===== src/design/srsp_pkg.sv =====
`timescale 1ns / 1ps
// srsp_pkg: types and constants shared by the skeleton record stream parser
// holds the item and result structs, the front-to-back command and the record layout
// no dependencies
package srsp_pkg;

    typedef struct packed {
        logic [7:0] data_byte;
        logic       end_of_file;
    } item_t;

    typedef struct packed {
        logic [3:0]  field_kind;
        logic [15:0] bone_number;
        logic [7:0]  element_number;
        logic [31:0] field_value;
        logic [2:0]  error_code;
        logic        last_of_run;
    } result_t;

    typedef enum logic [3:0] {
        KIND_HASH     = 4'd0,
        KIND_NAMELEN  = 4'd1,
        KIND_NAMECHAR = 4'd2,
        KIND_PARENT   = 4'd3,
        KIND_BIND     = 4'd4,
        KIND_INVBIND  = 4'd5,
        KIND_SCALE    = 4'd6,
        KIND_ROT      = 4'd7,
        KIND_POS      = 4'd8,
        KIND_COUNT    = 4'd9,
        KIND_END      = 4'd10,
        KIND_ERROR    = 4'd11
    } field_kind_t;

    typedef enum logic [2:0] {
        ERR_NONE         = 3'd0,
        ERR_BAD_HEADER   = 3'd1,
        ERR_COUNT_RANGE  = 3'd2,
        ERR_RECORD_TRUNC = 3'd3,
        ERR_NAME_TRUNC   = 3'd4,
        ERR_BAD_PARENT   = 3'd5
    } error_code_t;

    // one accepted byte: an optional field and an optional closing end or error
    typedef struct packed {
        logic        f_valid;
        field_kind_t f_kind;
        logic [15:0] f_bone;
        logic [7:0]  f_elem;
        logic [31:0] f_value;
        logic        t_valid;
        field_kind_t t_kind;
        error_code_t t_err;
        logic [15:0] t_bone;
    } cmd_t;

    localparam logic [7:0] MAGIC [4] = '{8'h50, 8'h41, 8'h52, 8'h20};

    localparam logic [9:0]  COUNT_OFFSET = 10'h014;
    localparam logic [15:0] COUNT_BAD    = 16'hFFFF;
    localparam logic [9:0]  NAME_START   = 10'd5;
    localparam logic [7:0]  PRINT_LO     = 8'h20;
    localparam logic [7:0]  PRINT_HI     = 8'h7E;
    localparam logic [7:0]  SUBST_CHAR   = 8'h3F;

    // offsets counted from the end of the name
    localparam logic [9:0]  Q_BIND    = 10'd4;
    localparam logic [9:0]  Q_INVBIND = 10'd68;
    localparam logic [9:0]  Q_COPY    = 10'd132;
    localparam logic [9:0]  Q_SCALE   = Q_COPY + 10'd128;
    localparam logic [9:0]  Q_ROT     = 10'd272;
    localparam logic [9:0]  Q_POS     = 10'd288;
    localparam logic [9:0]  Q_LAST    = 10'd299;

    localparam int QUEUE_DEPTH = 4;
    localparam int QUEUE_AW    = $clog2(QUEUE_DEPTH);
    localparam int QUEUE_CW    = $clog2(QUEUE_DEPTH + 1);

endpackage


===== src/design/skeleton_record_stream_parser_top.sv =====
`timescale 1ns / 1ps
// skeleton_record_stream_parser_top: skeleton file byte parser, top level
// joins srsp_front, srsp_queue and srsp_back; depends on srsp_pkg
//
// input side is a queue: drive item and push; a byte is taken at a clock edge
// with push high and full low. item.end_of_file marks the last byte of a file,
// after which the parser rearms for the next file.
// result side is a queue: while empty is low the oldest result sits on result
// and is taken at an edge with pop high.
// throughput: one byte per cycle while full is low.
// a taken byte's command is written into the command queue, the back moves it
// into the output register, and the result then sits on the ports until popped.
// a byte that closes a file can give two results; the back issues one per
// cycle while pop keeps pace, from a four-entry command queue, so full rises
// only when the result side stalls or falls behind.
// when pop stays low the output register holds, the queue fills and full rises.
// reset: rst_n clears position, counts and queues; the parser waits for the
// magic of a new file and empty stays high.
module skeleton_record_stream_parser_top
    import srsp_pkg::*;
(
    input  logic    clk,
    input  logic    rst_n,
    input  logic    push,
    output logic    full,
    input  item_t   item,
    output logic    empty,
    input  logic    pop,
    output result_t result
);

    logic wr_en;
    cmd_t wr_cmd;
    logic rd_en;
    cmd_t head;
    logic avail;

    srsp_front u_front (
        .clk   (clk),
        .rst_n (rst_n),
        .push  (push),
        .full  (full),
        .item  (item),
        .wr_en (wr_en),
        .cmd   (wr_cmd)
    );

    srsp_queue u_queue (
        .clk     (clk),
        .rst_n   (rst_n),
        .wr_en   (wr_en),
        .wr_data (wr_cmd),
        .rd_en   (rd_en),
        .rd_data (head),
        .avail   (avail),
        .full    (full)
    );

    srsp_back u_back (
        .clk    (clk),
        .rst_n  (rst_n),
        .head   (head),
        .avail  (avail),
        .rd_en  (rd_en),
        .pop    (pop),
        .empty  (empty),
        .result (result)
    );

endmodule


===== src/design/srsp_front.sv =====
`timescale 1ns / 1ps
// srsp_front: accepts file bytes, tracks header and record position, classifies each byte
// emits one command per byte that produces results
// depends on srsp_pkg
module srsp_front
    import srsp_pkg::*;
(
    input  logic  clk,
    input  logic  rst_n,
    input  logic  push,
    input  logic  full,
    input  item_t item,
    output logic  wr_en,
    output cmd_t  cmd
);

    typedef enum logic {PH_HEADER, PH_RECORD} phase_t;

    phase_t      phase_reg, phase_next;
    logic [9:0]  pos_reg, pos_next;
    logic [15:0] total_reg, total_next;
    logic [15:0] bone_reg, bone_next;
    logic [7:0]  name_len_reg, name_len_next;
    logic [23:0] word_reg, word_next;
    logic [31:0] parent_reg, parent_next;
    logic        done_reg, done_next;
    logic        accept;

    assign accept = push && !full;

    always_comb
    begin
        logic [31:0] word;
        logic [9:0]  name_end;
        logic [9:0]  q;
        logic [9:0]  name_idx;
        logic [9:0]  base;
        logic [9:0]  off;
        logic [15:0] count_val;
        logic [15:0] bone_inc;
        logic [7:0]  ch;
        logic        parent_ok;

        word      = {item.data_byte, word_reg};
        name_end  = NAME_START + {2'b00, name_len_reg};
        q         = pos_reg - name_end;
        name_idx  = pos_reg - NAME_START;
        count_val = {item.data_byte, total_reg[7:0]};
        bone_inc  = bone_reg + 16'd1;
        ch        = (item.data_byte inside {[PRINT_LO:PRINT_HI]}) ? item.data_byte : SUBST_CHAR;
        parent_ok = (parent_reg == '1) || (parent_reg < {16'd0, total_reg});
        base      = Q_BIND;
        off       = '0;

        phase_next    = phase_reg;
        pos_next      = pos_reg;
        total_next    = total_reg;
        bone_next     = bone_reg;
        name_len_next = name_len_reg;
        word_next     = word_reg;
        parent_next   = parent_reg;
        done_next     = done_reg;

        cmd        = '0;
        cmd.f_bone = bone_reg;
        cmd.t_bone = bone_reg;
        cmd.t_kind = KIND_ERROR;

        if (accept && !done_reg)
        begin
            if (phase_reg == PH_HEADER)
            begin
                if (pos_reg < 10'd4 && item.data_byte != MAGIC[pos_reg[1:0]])
                begin
                    cmd.t_valid = 1'b1;
                    cmd.t_err   = ERR_BAD_HEADER;
                    done_next   = 1'b1;
                end
                else if (pos_reg == COUNT_OFFSET + 10'd1)
                begin
                    total_next    = count_val;
                    cmd.f_valid   = 1'b1;
                    cmd.f_kind    = KIND_COUNT;
                    cmd.f_value   = {16'd0, count_val};
                    if (count_val == COUNT_BAD)
                    begin
                        cmd.t_valid = 1'b1;
                        cmd.t_err   = ERR_COUNT_RANGE;
                        done_next   = 1'b1;
                    end
                    else if (count_val == 16'd0)
                    begin
                        cmd.t_valid = 1'b1;
                        cmd.t_kind  = KIND_END;
                        done_next   = 1'b1;
                    end
                    else
                    begin
                        phase_next = PH_RECORD;
                        pos_next   = '0;
                        if (item.end_of_file)
                        begin
                            cmd.t_valid = 1'b1;
                            cmd.t_err   = ERR_RECORD_TRUNC;
                        end
                    end
                end
                else
                begin
                    if (pos_reg == COUNT_OFFSET)
                    begin
                        total_next = {8'd0, item.data_byte};
                    end
                    pos_next = pos_reg + 10'd1;
                    if (item.end_of_file)
                    begin
                        cmd.t_valid = 1'b1;
                        cmd.t_err   = ERR_BAD_HEADER;
                    end
                end
            end
            else
            begin
                word_next = word[31:8];
                pos_next  = pos_reg + 10'd1;
                if (pos_reg < 10'd4)
                begin
                    if (pos_reg == 10'd3)
                    begin
                        cmd.f_valid = 1'b1;
                        cmd.f_kind  = KIND_HASH;
                        cmd.f_value = word;
                    end
                end
                else if (pos_reg == 10'd4)
                begin
                    name_len_next = item.data_byte;
                    cmd.f_valid   = 1'b1;
                    cmd.f_kind    = KIND_NAMELEN;
                    cmd.f_value   = {24'd0, item.data_byte};
                end
                else if (pos_reg < name_end)
                begin
                    cmd.f_valid = 1'b1;
                    cmd.f_kind  = KIND_NAMECHAR;
                    cmd.f_elem  = name_idx[7:0];
                    cmd.f_value = {24'd0, ch};
                end
                else
                begin
                    cmd.f_value = word;
                    if (q < Q_BIND)
                    begin
                        cmd.f_kind = KIND_PARENT;
                    end
                    else if (q < Q_INVBIND)
                    begin
                        cmd.f_kind = KIND_BIND;
                    end
                    else if (q < Q_COPY)
                    begin
                        cmd.f_kind = KIND_INVBIND;
                        base       = Q_INVBIND;
                    end
                    else if (q < Q_SCALE)
                    begin
                        cmd.f_kind = KIND_HASH;
                    end
                    else if (q < Q_ROT)
                    begin
                        cmd.f_kind = KIND_SCALE;
                        base       = Q_SCALE;
                    end
                    else if (q < Q_POS)
                    begin
                        cmd.f_kind = KIND_ROT;
                        base       = Q_ROT;
                    end
                    else
                    begin
                        cmd.f_kind = KIND_POS;
                        base       = Q_POS;
                    end
                    off = q - base;
                    if (q[1:0] == 2'b11 && !(q >= Q_COPY && q < Q_SCALE))
                    begin
                        cmd.f_valid = 1'b1;
                        if (q >= Q_BIND)
                        begin
                            cmd.f_elem = off[9:2];
                        end
                        if (q < Q_BIND)
                        begin
                            parent_next = word;
                        end
                    end
                end

                if (pos_reg >= name_end && q >= Q_LAST)
                begin
                    cmd.t_valid = 1'b1;
                    if (!parent_ok)
                    begin
                        cmd.t_err = ERR_BAD_PARENT;
                        done_next = 1'b1;
                    end
                    else
                    begin
                        bone_next     = bone_inc;
                        pos_next      = '0;
                        name_len_next = '0;
                        cmd.t_bone    = bone_inc;
                        if (bone_inc == total_reg)
                        begin
                            cmd.t_kind = KIND_END;
                            done_next  = 1'b1;
                        end
                        else if (item.end_of_file)
                        begin
                            cmd.t_err = ERR_RECORD_TRUNC;
                        end
                        else
                        begin
                            cmd.t_valid = 1'b0;
                        end
                    end
                end
                else if (item.end_of_file)
                begin
                    // a record cut short: the file ends before the record's last byte
                    cmd.t_valid = 1'b1;
                    cmd.t_err   = ERR_RECORD_TRUNC;
                end
            end
        end

        if (accept && item.end_of_file)
        begin
            phase_next    = PH_HEADER;
            pos_next      = '0;
            total_next    = '0;
            bone_next     = '0;
            name_len_next = '0;
            done_next     = 1'b0;
        end
    end

    assign wr_en = accept && (cmd.f_valid || cmd.t_valid);

    always_ff @(posedge clk or negedge rst_n)
    begin
        if (!rst_n)
        begin
            phase_reg    <= PH_HEADER;
            pos_reg      <= '0;
            total_reg    <= '0;
            bone_reg     <= '0;
            name_len_reg <= '0;
            done_reg     <= 1'b0;
        end
        else
        begin
            phase_reg    <= phase_next;
            pos_reg      <= pos_next;
            total_reg    <= total_next;
            bone_reg     <= bone_next;
            name_len_reg <= name_len_next;
            done_reg     <= done_next;
        end
    end

    always_ff @(posedge clk)
    begin
        word_reg   <= word_next;
        parent_reg <= parent_next;
    end

    a_terminal_finishes: assert property (@(posedge clk) disable iff (!rst_n)
        (wr_en && cmd.t_valid && !item.end_of_file) |=> done_reg)
        else $error("closing result without finishing the file");

    a_header_no_bones: assert property (@(posedge clk) disable iff (!rst_n)
        (phase_reg == PH_HEADER) |-> (bone_reg == '0))
        else $error("bone count advanced inside the header");

    a_quiet_when_done: assert property (@(posedge clk) disable iff (!rst_n)
        done_reg |-> !wr_en)
        else $error("command issued after end or error");

endmodule


===== src/design/srsp_queue.sv =====
`timescale 1ns / 1ps
// srsp_queue: short first-word-fall-through queue of commands between front and back
// depends on srsp_pkg
module srsp_queue
    import srsp_pkg::*;
(
    input  logic clk,
    input  logic rst_n,
    input  logic wr_en,
    input  cmd_t wr_data,
    input  logic rd_en,
    output cmd_t rd_data,
    output logic avail,
    output logic full
);

    cmd_t                entries_reg [QUEUE_DEPTH];
    logic [QUEUE_AW-1:0] wr_ptr_reg, wr_ptr_next;
    logic [QUEUE_AW-1:0] rd_ptr_reg, rd_ptr_next;
    logic [QUEUE_CW-1:0] count_reg, count_next;

    assign full    = (count_reg == QUEUE_CW'(QUEUE_DEPTH));
    assign avail   = (count_reg != '0);
    assign rd_data = entries_reg[rd_ptr_reg];

    always_comb
    begin
        wr_ptr_next = wr_en ? wr_ptr_reg + 1'b1 : wr_ptr_reg;
        rd_ptr_next = rd_en ? rd_ptr_reg + 1'b1 : rd_ptr_reg;
        count_next  = count_reg;
        if (wr_en && !rd_en)
        begin
            count_next = count_reg + 1'b1;
        end
        else if (rd_en && !wr_en)
        begin
            count_next = count_reg - 1'b1;
        end
    end

    always_ff @(posedge clk or negedge rst_n)
    begin
        if (!rst_n)
        begin
            wr_ptr_reg <= '0;
            rd_ptr_reg <= '0;
            count_reg  <= '0;
        end
        else
        begin
            wr_ptr_reg <= wr_ptr_next;
            rd_ptr_reg <= rd_ptr_next;
            count_reg  <= count_next;
        end
    end

    always_ff @(posedge clk)
    begin
        if (wr_en)
        begin
            entries_reg[wr_ptr_reg] <= wr_data;
        end
    end

    a_no_underflow: assert property (@(posedge clk) disable iff (!rst_n)
        rd_en |-> avail)
        else $error("command read from an empty queue");

    a_count_bound: assert property (@(posedge clk) disable iff (!rst_n)
        count_reg <= QUEUE_CW'(QUEUE_DEPTH))
        else $error("queue count beyond depth");

endmodule


===== src/design/srsp_back.sv =====
`timescale 1ns / 1ps
// srsp_back: takes commands from the queue and issues their results one item at a time
// holds the output register seen by the result side
// depends on srsp_pkg
module srsp_back
    import srsp_pkg::*;
(
    input  logic    clk,
    input  logic    rst_n,
    input  cmd_t    head,
    input  logic    avail,
    output logic    rd_en,
    input  logic    pop,
    output logic    empty,
    output result_t result
);

    result_t res_reg, res_next;
    logic    valid_reg, valid_next;
    logic    second_reg, second_next;
    logic    load;

    assign load  = avail && (!valid_reg || pop);
    assign empty = !valid_reg;

    always_comb
    begin
        res_next    = res_reg;
        second_next = second_reg;
        rd_en       = 1'b0;
        valid_next  = load || (valid_reg && !pop);
        if (load)
        begin
            if (head.f_valid && !second_reg)
            begin
                res_next.field_kind     = head.f_kind;
                res_next.bone_number    = head.f_bone;
                res_next.element_number = head.f_elem;
                res_next.field_value    = head.f_value;
                res_next.error_code     = ERR_NONE;
                res_next.last_of_run    = 1'b0;
                if (head.t_valid)
                begin
                    second_next = 1'b1;
                end
                else
                begin
                    rd_en = 1'b1;
                end
            end
            else
            begin
                res_next.field_kind     = head.t_kind;
                res_next.bone_number    = head.t_bone;
                res_next.element_number = '0;
                res_next.field_value    = '0;
                res_next.error_code     = head.t_err;
                res_next.last_of_run    = 1'b1;
                rd_en                   = 1'b1;
                second_next             = 1'b0;
            end
        end
    end

    always_ff @(posedge clk or negedge rst_n)
    begin
        if (!rst_n)
        begin
            valid_reg  <= 1'b0;
            second_reg <= 1'b0;
        end
        else
        begin
            valid_reg  <= valid_next;
            second_reg <= second_next;
        end
    end

    always_ff @(posedge clk)
    begin
        res_reg <= res_next;
    end

    assign result = res_reg;

    a_second_pending: assert property (@(posedge clk) disable iff (!rst_n)
        second_reg |-> (avail && head.f_valid && head.t_valid))
        else $error("closing result pending without its command");

endmodule

===== config.mk =====
export PLATFORM = sky130hd
export DESIGN_NAME = skeleton_record_stream_parser_top
export DESIGN_NICKNAME = d
export VERILOG_FILES = /design/src/design/srsp_pkg.sv /design/src/design/skeleton_record_stream_parser_top.sv /design/src/design/srsp_front.sv /design/src/design/srsp_queue.sv /design/src/design/srsp_back.sv
export SDC_FILE = /design/constraint.sdc
export NUM_CORES = 1
export LEC_CHECK = 0
export ABC_AREA = 1
export BUFFER_PORTS_ARGS = -buffer_cell sky130_fd_sc_hd__buf_2
export CAP_MARGIN = 20
export CORE_MARGIN = 3
export CORE_UTILIZATION = 40
export CTS_BUF_LIST = sky130_fd_sc_hd__clkbuf_2 sky130_fd_sc_hd__clkbuf_4 sky130_fd_sc_hd__clkbuf_8
export CTS_CLUSTER_DIAMETER = 200
export DETAILED_ROUTE_END_ITERATION = 8
export SETUP_SLACK_MARGIN = 0.5
export SLEW_MARGIN = 20
export SYNTH_ARGS = -nofsm -noshare
export SYNTH_HDL_FRONTEND = slang
export SYNTH_HIERARCHICAL = 1
export SYNTH_SLANG_ARGS = --single-unit

===== constraint.sdc =====
create_clock -name clk -period 6.3 [get_ports clk]
set_input_delay 1.26 -clock clk [delete_from_list [all_inputs] [get_ports clk]]
set_output_delay 1.26 -clock clk [all_outputs]
set_load 0.03 [all_outputs]

==> results of run 1 <==
==> logic make-up after synthesis <==
family	after synthesis	share of synthesized area, %
flip-flops	521	61.3
adder cells (fa/ha/maj)	43	2.21
AO/OA/AOI/OAI	331	10.5
buffers and inverters	474	8.44
XOR/XNOR	34	1.30
other	2	0.0300
AND/OR/NAND/NOR	916	16.2
==> critical path, stage by stage (launching register included) <==
cell	delay [ns]
dfrtp_1	0.37
inv_1	0.08
o21ai_0	0.29
nand3_1	0.18
nor2_1	0.12
nand2_1	0.07
xor2_1	0.15
ha_1	0.35
nand2_1	0.17
nor2_1	0.07
nor2_1	0.13
nand2_1	0.07
nand2_1	0.10
nand3_2	0.32
clkinvlp_4	0.42
o41ai_4	0.20
nand3_1	0.18
nand3_1	0.09
o21ai_1	0.21
nand2_1	0.25
nand2_1	0.20
clkinv_2	0.49
buf_4	0.45
==> layout by cell type, fill, tap and decap left out, drive strengths merged, types with 3 or more instances in the layout <==
cell type	n
a21oi	53
a22o	8
buf	101
clkbuf	115
clkinv	39
clkinvlp	5
conb	3
dfrtp	61
edfxtp	460
ha	41
inv	384
nand2	580
nand3	80
nand3b	3
nand4	48
nor2	155
nor3	27
nor3b	9
nor4	11
o2111ai	5
o211ai	176
o21ai	66
o22ai	6
o32ai	8
or2	3
xnor2	5
xor2	27
==> through the flow <==
stage | instances | util [%]
floorplan | 2322 | -
global placement | 3172 | 42.2
detailed placement | 3172 | 42.2
CTS | 3331 | 44.9
global route | 3332 | 44.9
finish | 3333 | 44.9
==> per-layer routing <==
| metal | wire length [µm] | part of all wire [%] | vias up |
|---|---|---|---|
| met2 | 27600 | 45 | 475 |
| met4 | 1240 | 2.0 | 2 |
| met1 | 28400 | 46 | 8080 |
| li1 | - | - | 8111 |
| met5 | 13 | 0.021 | - |
| met3 | 3830 | 6.3 | 97 |
==> power breakdown <==
group	internal, mW	switching (mW)
clock network	1.57	1.35
logic	1.35	3.41
registers	4.65	0.296
==> final cells by class <==
cell class	instances	area share (%)
Multi-Input combinational cell	1327	27.3
Clock buffer	115	5.16
Antenna cell	2	0.0180
Tap cell	837	3.77
Inverter	386	5.26
Timing Repair Buffer	101	2.30
Clock inverter	44	0.986
Sequential cell	521	55.2
==> worst paths after layout <==
kind | start | end | slack (ns) | cells past startpoint
max in group asynchronous | rst_n | u_queue/rd_ptr_reg[0] | 4.82 | 2
worst min register to register | u_front/word_reg[1] | u_front/parent_reg[1] | 0.45 | 0
worst max-delay path | u_front/name_len_reg[0] | u_queue/entries_reg[0][58] | 1.04 | 22
worst min-delay path | u_front/word_reg[1] | u_front/parent_reg[1] | 0.45 | 0
min in group asynchronous | rst_n | u_front/pos_reg[4] | 0.77 | 2
worst max register to register | u_front/name_len_reg[0] | u_queue/entries_reg[0][58] | 1.04 | 22
==> what timing repair did <==
item / CTS / global route
hold buffers: 0 / 0
endpoints found under the setup margin: 0 / 175
resized for setup: 0 / 3
==> impl_metrics.csv, run 1 <==
group,metric,value,unit
yosys,yosysMostFrequentCell,"nand2_1",
sta,rsz0062_at_grt,"no",
placement,io_buffers,78,
yosys,ys_seq_elements,521,
global_route,antenna_found_initial,4,
sta,setup_viol,0,
detailed_routing,wire_per_inst,18.3,µm
global_route,grt_use_met2,28.8,%
clock_tree,post_cts_buffers,0,
floorplan,dieArea,65600,µm²
yosys,synth_common_cells,"548 x nand2_1, 460 x edfxtp_1, 372 x inv_1",
yosys,async_reset_ff_share,11.7,%
floorplan,core,61800,µm²
power_and_ir_drop,p_leak,11.5,nW
yosys,synth_area_leaders,"edfxtp_1 55%, nand2_1 8.2%, dfrtp_1 6.1%",
yosys,synth_top_flop_cell,"edfxtp_1",
global_route,grt_max_degree,212,
detailed_routing,drt-total-wl,61000,µm
sta,fin_crit_sh,83.5,%
yosys,yosysTopAreaCell,"edfxtp_1",
run,drv_cap,0,
setup_path,worst-setup-path-type,"reg2reg",
clock_tree,cts_root_buf,"clkbuf_8",
global_route,grt_usage,18.6,%
sta,hold_ws,0.449,ns
yosys,ys_seq_area_share,61.3,%
setup_path,crit_path_end_kind,"flip-flop",
setup_path,worstPathArrival,5.65,ns
floorplan,die_y,256,µm
yosys,synth_area,25000,µm²
power_and_ir_drop,power.total,12.6,mW
finish,largest_reg_flops,340,
floorplan,rows,91,
floorplan,io_pins,79,
yosys,netlist_instances,2321,
global_route,grt_busiest_layer,"met2",
floorplan,initial_core_util,40.5,%
finish,ff_latch_area,15300,µm²
placement,dp_slack,0.776,ns
detailed_routing,vias_per_cell,5.03,
sta,fmax,190,MHz
global_route,globalRouteMet1Util,26.6,%
clock_tree,numCtsBuffers,87,
sta,max_slew_margin,21.4,%
power_and_ir_drop,peakVddDrop,0.000273,V
sta,setup_slack,1.04,ns
sta,clock_skew,0.0298,ns
sta,fin_tns_setup,0,ns
sta,post-route-min-period,5.26,ns
yosys,synth_top_area_share,55.2,%
clock_tree,htree_levels,3,
finish,fill_cells,5737,
sta,tightest_slew,1.17,ns
clock_tree,cts_tree,"done",
yosys,syn_area_per_cell,10.8,µm²
finish,multi_input_area,7580,µm²
setup_path,worstPathRequired,6.68,ns
sta,finalMaxSlewViolations,0,
finish,synthToLayoutAreaGrowth,11.1,%
placement,place_area,26100,µm²
global_route,grtUsageMet3,3.56,%
power_and_ir_drop,powerDensity,455,nW/µm²
placement,routabilityCongestion,0.909,
yosys,yosys_warnings,6,
detailed_routing,ant_nets,0,
setup_path,cp-start-kind,"flip-flop",
clock_tree,insertion_delay,0.67,ns
global_route,grt_pass1_wl,95200,µm
detailed_routing,drt_iter0_drc,1379,
outcome,status,"finished, final reports clean",
worst_hold_path,hold_path.class,"reg2reg",
clock_tree,path_clk_slew,0.06,ns
detailed_routing,drc,0,
yosys,synth.distinct_cells,56,
yosys,synth_edf_count,460,
finish,layout-drive-gt1-share,16.3,%
global_route,grt_pass1_vias,16305,
clock_tree,clock_path_buffers,3,
sta,hold_viol,0,
detailed_routing,drtPass1Iterations,5,
finish,final_area,27800,µm²
setup_path,path_max_fanout,26,
detailed_routing,vias,16765,
placement,place.detailed.hpwl,41900,µm
finish,num-nets-final,2480,
clock_tree,cts.sinks,521,
global_route,overflow,0,
floorplan,die_x,256,µm
Power figures use the tool's default switching activity.
==> run 2: changes to the inputs <==
Settings changed: ABC_AREA 1 to 0.
Clock period 6.3 ns to 4.4 ns, I/O delays scaled along.
==> impl_metrics.csv, run 2 <==
group,metric,value,unit
sta,fin_tns_setup,0,ns
power_and_ir_drop,p_leak,10.4,nW
power_and_ir_drop,clock_power_share,21.6,%
detailed_routing,drc,0,
clock_tree,htree_levels,3,
yosys,netlist_instances,1494,
floorplan,dieArea,60800,µm²
finish,fill_cells,4720,
setup_path,cp-start-kind,"flip-flop",
sta,fin_crit_sh,95.3,%
setup_path,path_max_fanout,4,
yosys,async_reset_ff_share,11.7,%
yosys,synth_area_leaders,"edfxtp_1 60%, mux4_2 8.3%, dfrtp_1 6.6%",
setup_path,crit_path_end_kind,"flip-flop",
floorplan,core,56800,µm²
yosys,synth_top_area_share,59.7,%
setup_path,crit_chain,"ha_4 > o21ai_4 > xor2_2 > ha_4 > a21o_1 > a21o_1 > nor2_4 > xnor2_4 > or4_4 > o21ai_4 > a211oi_4 > a221o_1 > ha_2 > inv_2 > fa_1 > mux2_2",
finish,num-nets-final,1827,
clock_tree,cts_tree,"done",
global_route,grt_pass1_vias,14393,
power_and_ir_drop,peakVddDrop,0.000400,V
finish,fin_util,50.7,%
yosys,synth_area,23200,µm²
yosys,ys_seq_area_share,66.3,%
finish,layout-drive-gt1-share,34.3,%
outcome,status,"finished, final reports clean",
detailed_routing,drt_iter0_drc,1253,
setup_path,r2r-end,"u_queue/count_reg[1]",
finish,final_cell_mix,"460 x edfxtp_1, 111 x buf_4, 89 x clkbuf_8",
detailed_routing,ant_nets,0,
finish,layout_commonest_cell,"edfxtp_1",
placement,place.detailed.hpwl,35700,µm
finish,multi_input_area,7740,µm²
setup_path,cp_top_family,"compound AO/OA/AOI/OAI gates",
detailed_routing,drtPass1Iterations,5,
clock_tree,insertion_delay,0.69,ns
sta,clock_skew,0.0303,ns
yosys,yosysMostFrequentCell,"edfxtp_1",
floorplan,rows,87,
sta,fmax,238,MHz
power_and_ir_drop,combPwrFrac,45.2,%
sta,rsz0062_at_grt,"yes",
yosys,yosys_warnings,6,
power_and_ir_drop,p_switching,7.13,mW
global_route,grt_usage,19.3,%
global_route,grt_max_degree,50,
global_route,grt_pass1_wl,88200,µm
detailed_routing,vias_per_cell,5.55,
yosys,synth_common_cells,"460 x edfxtp_1, 85 x mux4_2, 76 x nor2_1",
worst_hold_path,hold_path.class,"in2async",
yosys,synth.distinct_cells,91,
finish,largest_reg_flops,340,
power_and_ir_drop,seqPwrFrac,33.2,%
run,drv_cap,0,
power_and_ir_drop,switching_share,35.3,%
sta,post-route-min-period,4.19,ns
floorplan,initial_core_util,40.7,%
power_and_ir_drop,internal_power,13.1,mW
setup_path,worstPathRequired,4.98,ns
yosys,yosysTopAreaCell,"edfxtp_1",
clock_tree,cts_root_buf,"clkbuf_8",
sta,finalMaxSlewViolations,0,
global_route,antenna_found_initial,4,
clock_tree,path_clk_slew,0.06,ns
setup_path,worstPathArrival,4.77,ns
sta,tightest_slew,0.981,ns
power_and_ir_drop,powerDensity,701,nW/µm²
sta,setup_viol,0,
setup_path,path_buf_inv,1,
setup_path,ff2ff_setup_slack,0.21,ns
floorplan,die_x,247,µm
clock_tree,numCtsBuffers,84,
finish,ff_latch_area,15300,µm²
clock_tree,clock_path_buffers,3,
setup_path,slowest_delay,0.56,ns
placement,routabilityCongestion,0.879,
setup_path,crit_slowest_cell,"or4_4",
floorplan,io_pins,79,
detailed_routing,vias,14446,
setup_path,ff2ff_path_depth,16,
detailed_routing,drt-total-wl,60700,µm
yosys,syn_area_per_cell,15.5,µm²
global_route,overflow,0,
setup_path,r2r-start,"u_front/name_len_reg[0]",
detailed_routing,wire_per_inst,23.3,µm
sta,max_slew_margin,34.6,%
floorplan,die_y,247,µm
finish,synthToLayoutAreaGrowth,24.5,%
yosys,ys_seq_elements,521,
sta,hold_viol,0,
yosys,synth_top_flop_cell,"edfxtp_1",
placement,io_buffers,78,
yosys,synth_edf_count,460,
setup_path,worst-setup-path-type,"reg2reg",
clock_tree,cts.sinks,521,
run 2: worst register-to-register path, cell delays in order, from the launching register on:
cell,delay [ns]
dfrtp_1,0.42
ha_4,0.21
o21ai_4,0.16
xor2_2,0.20
ha_4,0.24
a21o_1,0.23
a21o_1,0.25
nor2_4,0.15
xnor2_4,0.11
or4_4,0.56
o21ai_4,0.18
a211oi_4,0.09
a221o_1,0.35
ha_2,0.23
inv_2,0.05
fa_1,0.40
mux2_2,0.27
run 2: what timing repair did:
item | 4_1_cts | 5_1_grt
resized for setup | 60 | 77
setup endpoints to repair | 407 | 551
pin swaps | 20 | 24
gates cloned | 22 | 23
buffers inserted | 29 | 35
hold buffers | 0 | 0
run 2: routing by layer:
| metal | share of wire [%] | wire (µm) | GRT usage [%] | vias to the layer above |
|---|---|---|---|---|
| li1 | - | - | - | 6410 |
| met1 | 44 | 26600 | 26.5 | 7465 |
| met2 | 48 | 29100 | 31.0 | 471 |
| met3 | 5.6 | 3370 | 3.19 | 98 |
| met4 | 2.7 | 1630 | 6.73 | 2 |
| met5 | 0.021 | 13 | 0 | - |
run 2: cells by family after synthesis:
kind of cell / count (synthesis) / share of synthesized area [%]
xor+xnor: 62 / 2.41
compound gates: 197 / 6.26
simple gates: 419 / 9.70
buf+inv: 126 / 2.62
mux: 123 / 10.3
fa+ha+maj: 44 / 2.43
other cells: 2 / 0.0324
flops: 521 / 66.3
run 2: worst max-delay path by stage:
stage,from,to,slack (ns),cells after the start
after global routing,u_front/name_len_reg[0],u_queue/entries_reg[3][62],0.04,19
after CTS,u_front/name_len_reg[0],u_queue/count_reg[2],0.25,18
after floorplan,u_front/name_len_reg[1],u_queue/count_reg[1],0.29,15
after detailed placement,u_front/name_len_reg[0],u_queue/entries_reg[3][62],0.03,19
final,u_front/name_len_reg[0],u_queue/count_reg[1],0.21,16
after global placement,u_front/name_len_reg[0],u_queue/entries_reg[0][63],0.11,17
run 2: final cells by class:
class	count	share of cell area, %
repair buffers	271	9.93
multi-input cells	855	26.8
well taps	756	3.28
flip-flops and latches	521	53.2
clock buffers	112	4.85
diodes	3	0.0260
clock inverters	46	1.32
inverters	38	0.512
run 2: power groups by stage:
stage / logic, mW / registers (mW) / clock network (mW)
2_1_floorplan: 4.55 / 7.36 / 0
3_3_place_gp: 7.07 / 6.77 / 0
3_5_place_dp: 7.08 / 6.81 / 0
4_1_cts: 7.96 / 6.71 / 4.50
5_1_grt: 9.72 / 6.77 / 4.72
6_report: 9.13 / 6.70 / 4.37
run 2: through the flow:
stage	setup slack (ns)	power, mW	instance area (µm²)	std cells	hold slack (ns)
finish	0.206	20.2	28800	2602	0.347
global route	0.0427	21.2	28800	2600	0.367
CTS	0.245	19.2	27800	2541	0.315
detailed placement	0.0302	13.9	24900	2332	0.475
global placement	0.109	13.8	24900	2332	0.471
floorplan	0.290	11.9	23300	1495	0.426
==> run 3: changes to the inputs <==
Settings changed: ABC_AREA 0 to 1.
==> impl_metrics.csv, run 3 (synthesis results as in run 1) <==
group,metric,value,unit
clock_tree,clock_path_buffers,3,
power_and_ir_drop,peakVddDrop,0.000659,V
clock_tree,ctsHoldBuffers,0,
setup_path,ff2ff_path_depth,24,
detailed_routing,wire_per_inst,19.2,µm
global_route,overflow,0,
global_route,grt_max_degree,183,
floorplan,die_y,256,µm
setup_path,crit_path_end_kind,"flip-flop",
floorplan,dieArea,65600,µm²
clock_tree,cts.sinks,521,
finish,fin_cells,3440,
setup_path,worst-setup-path-type,"reg2reg",
detailed_routing,vias_per_cell,5.09,
sta,clock_skew,0.0352,ns
sta,rsz0062_at_grt,"yes",
sta,setup_viol,0,
placement,place.detailed.hpwl,43500,µm
sta,hold_viol,0,
clock_tree,cts_root_buf,"clkbuf_8",
finish,largest_reg_flops,340,
placement,routabilityCongestion,0.905,
detailed_routing,drt_iter0_drc,1313,
worst_hold_path,hold_path.class,"in2async",
clock_tree,cts_tree,"done",
power_and_ir_drop,p_leak,12.2,nW
detailed_routing,drtPass1Iterations,5,
detailed_routing,drc,0,
sta,max_slew_margin,37.5,%
placement,dp.cells,3213,
finish,synthToLayoutAreaGrowth,17.9,%
finish,layout_commonest_cell,"nand2_1",
clock_tree,path_clk_slew,0.06,ns
clock_tree,insertion_delay,0.69,ns
finish,final_cell_mix,"524 x nand2_1, 460 x edfxtp_1, 356 x inv_1",
floorplan,die_x,256,µm
setup_path,path_max_fanout,4,
sta,post-route-min-period,4.03,ns
setup_path,cp-start-kind,"flip-flop",
power_and_ir_drop,powerDensity,656,nW/µm²
sta,fin_tns_setup,0,ns
finish,layout-drive-gt1-share,23.1,%
detailed_routing,ant_nets,0,
sta,setup_slack,0.371,ns
global_route,grt_pass1_vias,17140,
outcome,status,"finished, final reports clean",
setup_path,worstPathArrival,4.42,ns
sta,finalMaxSlewViolations,0,
global_route,grt_usage,19.4,%
placement,dp_slack,0.197,ns
sta,fin_crit_sh,91.6,%
finish,num-nets-final,2593,
clock_tree,numCtsBuffers,86,
floorplan,initial_core_util,40.5,%
sta,fmax,248,MHz
floorplan,rows,91,
power_and_ir_drop,power.total,19.3,mW
run,drv_cap,0,
clock_tree,htree_levels,3,
sta,tightest_slew,0.937,ns
finish,fill_cells,5581,
floorplan,core,61800,µm²
global_route,grt_pass1_wl,98900,µm
global_route,antenna_found_initial,2,
placement,io_buffers,78,
floorplan,io_pins,79,
detailed_routing,drt-total-wl,66000,µm
setup_path,worstPathRequired,4.79,ns
detailed_routing,vias,17499,
run 3: changes by cell type in the layout (fill, tap and decap cells not counted), moves of 39 or more:
cell | previous run | this run
nand2_1 | 73 | 524
inv_1 | 34 | 356
o211ai_1 | 8 | 104
nand2_2 | 1 | 40
nor2_1 | 68 | 130
mux4_2 | 85 | 0
and2_1 | 66 | 0
o211ai_2 | 0 | 72
run 3: repair_timing:
action	CTS	global route
pin swaps	39	19
cloned	2	12
buffers inserted	38	21
setup endpoints to repair	366	480
gates resized for setup	59	56
run 3: per-layer routing:
| layer | global-route usage, % | vias up | routed length, µm |
|---|---|---|---|
| met5 | 0 | - | 0 |
| met4 | 7.27 | 0 | 1730 |
| met3 | 3.67 | 124 | 4590 |
| met2 | 29.4 | 557 | 29800 |
| met1 | 27.7 | 8484 | 29900 |
| li1 | - | 8334 | - |
run 3: stage by stage:
step                hold slack (ns)  area [µm²]  util [%]
floorplan                     0.426       25100         -
global placement              0.442       26500      42.9
detailed placement            0.448       26500      42.9
CTS                           0.231       28800      46.6
global route                  0.287       29500      47.7
finish                        0.275       29500      47.7
run 3: report_power, final:
group,switching (mW),internal (mW)
registers,0.322,6.65
logic,5.47,2.69
clock network,1.92,2.28
run 3: path summary, 6_finish.rpt:
check                      slack (ns)                    start                         end
setup / recovery                 0.37  u_front/name_len_reg[1]  u_queue/entries_reg[1][63]
hold / removal                   0.27                    rst_n       u_front/total_reg[11]
setup reg to reg                 0.37  u_front/name_len_reg[1]  u_queue/entries_reg[1][63]
hold reg to reg                  0.46      u_front/word_reg[4]       u_front/parent_reg[4]
max in group asynchronous        3.38                    rst_n     u_front/name_len_reg[2]
min in group clk                 0.46      u_front/word_reg[4]       u_front/parent_reg[4]
run 3: layout make-up:
class	instances	area (µm²)	share of cell area, %
sequential	521	15300	52.0
multi-input combinational	1328	7990	27.1
antenna	1	2.50	0.00848
tap	837	1050	3.55
inverter	386	1470	4.99
clock buffer	121	1470	4.99
timing repair buffer	214	1940	6.56
clock inverter	32	228	0.772
run 3: critical path: stages (launching register included):
cell,delay [ns]
dfrtp_1,0.41
ha_2,0.22
o21ai_4,0.17
xor2_1,0.21
ha_1,0.32
nand2_1,0.12
nand2_2,0.09
inv_2,0.08
nand2_1,0.07
nand2_2,0.10
nand3_2,0.09
nand2_2,0.08
nand2_4,0.10
inv_4,0.08
nand2_4,0.06
nor2_4,0.13
o21ai_2,0.09
o21ai_1,0.14
ha_1,0.30
a21oi_1,0.18
nor3_1,0.08
nor3_1,0.23
a21oi_1,0.11
o21ai_1,0.17
a21oi_2,0.10
